## src/tbq_pkg.sv

```systemverilog
`timescale 1ns / 1ps
package tbq_pkg;

    localparam int DW = 16;
    localparam int FB = DW - 2;
    localparam int TW = FB + 1;
    localparam int RW = 15;
    localparam int AW = 3;
    localparam int PW = 32;

    localparam logic [RW-1:0] RADIUS_RESET = 15'd13107;
    localparam logic REG_BALL_RADIUS = 1'b0;

    localparam int N_SQL = 16;
    localparam int N_DVL = 16;
    localparam int N_CTX = 3 + N_SQL + N_DVL;
    localparam int N_SQN = 32;
    localparam int N_SQD = 17;
    localparam int N_DVT = 15;
    localparam int N_TL  = N_SQN + 3;
    localparam int N_SQW = 15;
    localparam int N_DVR = 15;
    localparam int N_FN  = N_SQW + 1;
    localparam int N_STG = N_CTX + 5 + N_SQN + 1 + N_SQW + 1;

    typedef logic signed [DW-1:0] coord_t;

    localparam coord_t ONE = coord_t'(2 ** FB);
    localparam logic [TW-1:0] T_ONE = TW'(2 ** FB);

    typedef struct packed {
        coord_t          x1;
        coord_t          y1;
        coord_t          x2;
        coord_t          y2;
        logic [RW-1:0]   r;
        logic [2*RW-1:0] r2;
        logic [1:0]      in_ball;
        logic            eq;
    } ctx_t;

    typedef struct packed {
        logic [RW-1:0]   r;
        logic [2*RW-1:0] r2;
        logic            eq;
    } rad_t;

    typedef struct packed {
        logic [2:0][30:0] ms;
        logic [2:0]       sg;
        logic             tsat;
        logic             ident;
        logic [RW-1:0]    r;
        logic [33:0]      dist2;
    } tl_t;

    typedef struct packed {
        logic [2:0] sg;
        logic       ident;
    } fn_t;

endpackage

```

## src/tbq_apb_regs.sv

```systemverilog
`timescale 1ns / 1ps
module tbq_apb_regs
(
    input  logic                    clk,
    input  logic                    rst_n,
    input  logic                    psel,
    input  logic                    penable,
    input  logic                    pwrite,
    input  logic [tbq_pkg::AW-1:0]  paddr,
    input  logic [tbq_pkg::PW-1:0]  pwdata,
    output logic [tbq_pkg::PW-1:0]  prdata,
    output logic                    pready,
    output logic [tbq_pkg::RW-1:0]  radius
);
    import tbq_pkg::*;

    logic [RW-1:0] radius_reg;
    logic [RW-1:0] radius_next;
    logic          sel_radius;

    assign pready     = 1'b1;
    assign sel_radius = (paddr[AW-1] == REG_BALL_RADIUS);
    assign radius     = radius_reg;

    always_comb
    begin
        radius_next = radius_reg;
        if (psel && penable && pwrite && sel_radius)
        begin
            radius_next = pwdata[RW-1:0];
        end
    end

    always_comb
    begin
        prdata = '0;
        if (sel_radius)
        begin
            prdata = {{(PW-RW){1'b0}}, radius_reg};
        end
    end

    always_ff @(posedge clk or negedge rst_n)
    begin
        if (!rst_n)
        begin
            radius_reg <= RADIUS_RESET;
        end
        else
        begin
            radius_reg <= radius_next;
        end
    end
endmodule

```

## config.mk

```make
export PLATFORM = sky130hd
export DESIGN_NAME = tbq_apb_regs
export DESIGN_NICKNAME = d
export VERILOG_FILES = /design/src/tbq_pkg.sv /design/src/tbq_apb_regs.sv
export SDC_FILE = /design/constraint.sdc
export NUM_CORES = 1
export LEC_CHECK = 0
export ABC_AREA = 1
export BUFFER_PORTS_ARGS = -buffer_cell sky130_fd_sc_hd__buf_2
export CAP_MARGIN = 20
export CORE_UTILIZATION = 38
export DETAILED_ROUTE_END_ITERATION = 7
export PLACE_DENSITY = 0.95
export SYNTH_ARGS = -nofsm -noshare
export SYNTH_HDL_FRONTEND = slang
export SYNTH_SLANG_ARGS = --single-unit
export TNS_END_PERCENT = 50
```

## constraint.sdc

```tcl
create_clock -name clk -period 2 [get_ports clk]
set_input_delay 0.2 -clock clk [delete_from_list [all_inputs] [get_ports clk]]
set_output_delay 0.2 -clock clk [all_outputs]
set_load 0.05 [all_outputs]
```

==> results.cfg <==
[timing]
finalCritPeriodShare_pct = 71.0
skew_ns = 0
rsz0062_at_grt = false
max_freq_ghz = 0.704
finalHoldViolCount = 0
slew_violations = 0
setup-tns-final_ns = 0
setup_ws_ns = 0.580
period_needed_ns = 1.42
setup_viol = 0

[routing]
wl_per_cell_um = 9.39
drt-initial-drc-count = 12
viasPerCell = 4.16
ant_nets = 0
drc = 0
vias = 816
drt_pre_antenna_iters = 4
wl_um = 1840

[synth]
synth_top_family_by_area = simple AND/OR/NAND/NOR gates
synth_top_cell_by_area = dfstp_2
syn_area_per_cell_um2 = 7.62
synth-simple-area-share_pct = 30.5
synthCells = 120
ys_seq_area_share_pct = 42.1
synthTopCellsByArea = dfstp_2 (23%), dfrtp_1 (19%), buf_4 (15%)
yosysMostFrequentCell = nand2_1
yosys.area_share.xor_xnor_pct = 0
netlist_area_um2 = 915
synth_edf_count = 0
synthMuxAreaShare_pct = 0
synth_common_cells = nand2_1 (31), buf_4 (18), inv_1 (16)
synth-compound-area-share_pct = 0
synth-main-ff-cell = dfstp_2
synth_cell_types = 13
synth_top_area_share_pct = 23.0
synth_async_sr_flop_share_pct = 100
synth-seq-cells = 15
yosys.area_share.adder_pct = 0
yosysWarnings = 0

[place]
post_dp_cell_area_mm2 = 0.00108
dp_hpwl_um = 1340
place.gp.congestion = 0.670
pre_cts_slack_ns = 0.837
portBuffers = 50

[cts]
cts_buffer_depth = 2
clock_latency_ns = 0.28
cts_setup_buffers = 0
htree_levels = 1
clk_pin_slew_ns = 0.09
root_buffer = clkbuf_4
clock_sinks = 15
cts_tree = done
cts_buffers = 3

[global_routing]
grt_pass1_wl_um = 3190
grt_overflow_total = 0
antenna_found_initial = 0
grt_pass1_vias = 760
grt_use_total_pct = 16.2
grt_max_degree = 17

[die]
coreArea_mm2 = 0.00223
die_x_um = 51.1
die_y_um = 51.1
io_pins = 88
start_util_pct = 41.0
placementRows = 17
dieArea_mm2 = 0.00261

[layout]
diodes = 0
postLayoutCoreUtil_pct = 50.1
largest_reg_flops = 15
final_nets = 209
drive_above_1_share_pct = 38.7
syn_to_final_growth_pct = 22.3
postLayoutCellArea_mm2 = 0.00112

[worst_setup_path]
crit_family = flip-flops
start_kind = register
r2r_cells = 2
path_max_fanout = 3
cp_slowest_cell = dfstp_2
cp.required_ns = 1.80
ff2ff_setup_slack_ns = 1.28
crit-reg2reg-launch = radius[1]
endpoint_kind = primary output
crit_type = register to primary output
path_buf_inv = 2
path_cells = inv_1, nor2_1, buf_2
cp_slowest_stage_delay_ns = 0.56
r2r-end = radius[1]
arrival_ns = 1.22

[min_path]
min_to = radius[12]
whs_path_depth = 3
hp-start = pwdata[12]
hold_class = input pin to register

[power_and_ir_drop]
power_density_mw_per_mm2 = 1090
power_w = 0.00122
power.leakage_nw = 0.719
ir_drop_mv = 0.548

[status]
status = finished clean

[flow_run]
drv_cap = 0
-- stage by stage --
stage	hold WS, ns	cells
4_1_cts	0.115	196
2_1_floorplan	-0.0956	136
6_report	0.122	196
5_1_grt	0.129	196
3_3_place_gp	0.117	191
3_5_place_dp	0.123	191
-- cell usage in the layout, fill, tap and decap left out --
cell type	count
nand2_1	31
dlygate4sd3_1	1
clkbuf_4	3
nand2_4	1
nor2_1	15
nor2_8	1
buf_2	50
dfrtp_1	7
inv_1	16
conb_1	18
inv_2	1
nand3_1	15
dfstp_2	8
clkinv_2	1
-- logic make-up after synthesis --
group | after synthesis
AND/OR/NAND/NOR | 63
other | 2
flip-flops | 15
buffers and inverters | 40
-- layout make-up --
type | instances | area (µm²)
clock buffer | 3 | 22.5
clock inverter | 1 | 5.00
fill | 240 | 1110
inverter | 17 | 63.8
multi-input combinational | 81 | 347
sequential | 15 | 385
tap | 28 | 35.0
timing repair buffer | 51 | 260
-- per-layer routing --
metal,vias to the layer above,routed length [µm],GRT usage [%]
met5,-,0,0
met4,0,18,5.56
met3,4,86,1.79
met2,31,968,32.2
met1,368,768,17.3
li1,413,-,-
-- worst reg2reg max path, stage by stage (launching register included) --
cell	delay [ns]
dfstp_2	0.56
nand2_1	0.05
nand2_1	0.06
-- repair_timing --
| item | CTS | global route |
|---|---|---|
| gates resized for setup | 0 | 0 |
| hold endpoints to repair | 7 | 0 |
| endpoints found under the setup margin | 0 | 0 |
| hold buffers | 1 | 0 |
-- report_power, final --
| part | internal [W] | switching [W] | leakage (nW) |
|---|---|---|---|
| registers | 0.000383 | 0.0000410 | 0.172 |
| clock network | 0.0000741 | 0.0000993 | 0.0177 |
| logic | 0.000115 | 0.000509 | 0.529 |
| total | 0.000572 | 0.000649 | 0.719 |
-- worst max-delay path by stage --
stage,start,depth (start not counted),endpoint
6_report,radius[1],3,prdata[1]
5_1_grt,radius[12],3,prdata[12]
3_3_place_gp,paddr[2],5,radius[14]
4_1_cts,radius[1],3,prdata[1]
3_5_place_dp,paddr[2],5,radius[6]
2_1_floorplan,radius[0],2,prdata[0]
No activity file was read; power rests on OpenSTA's default activity.
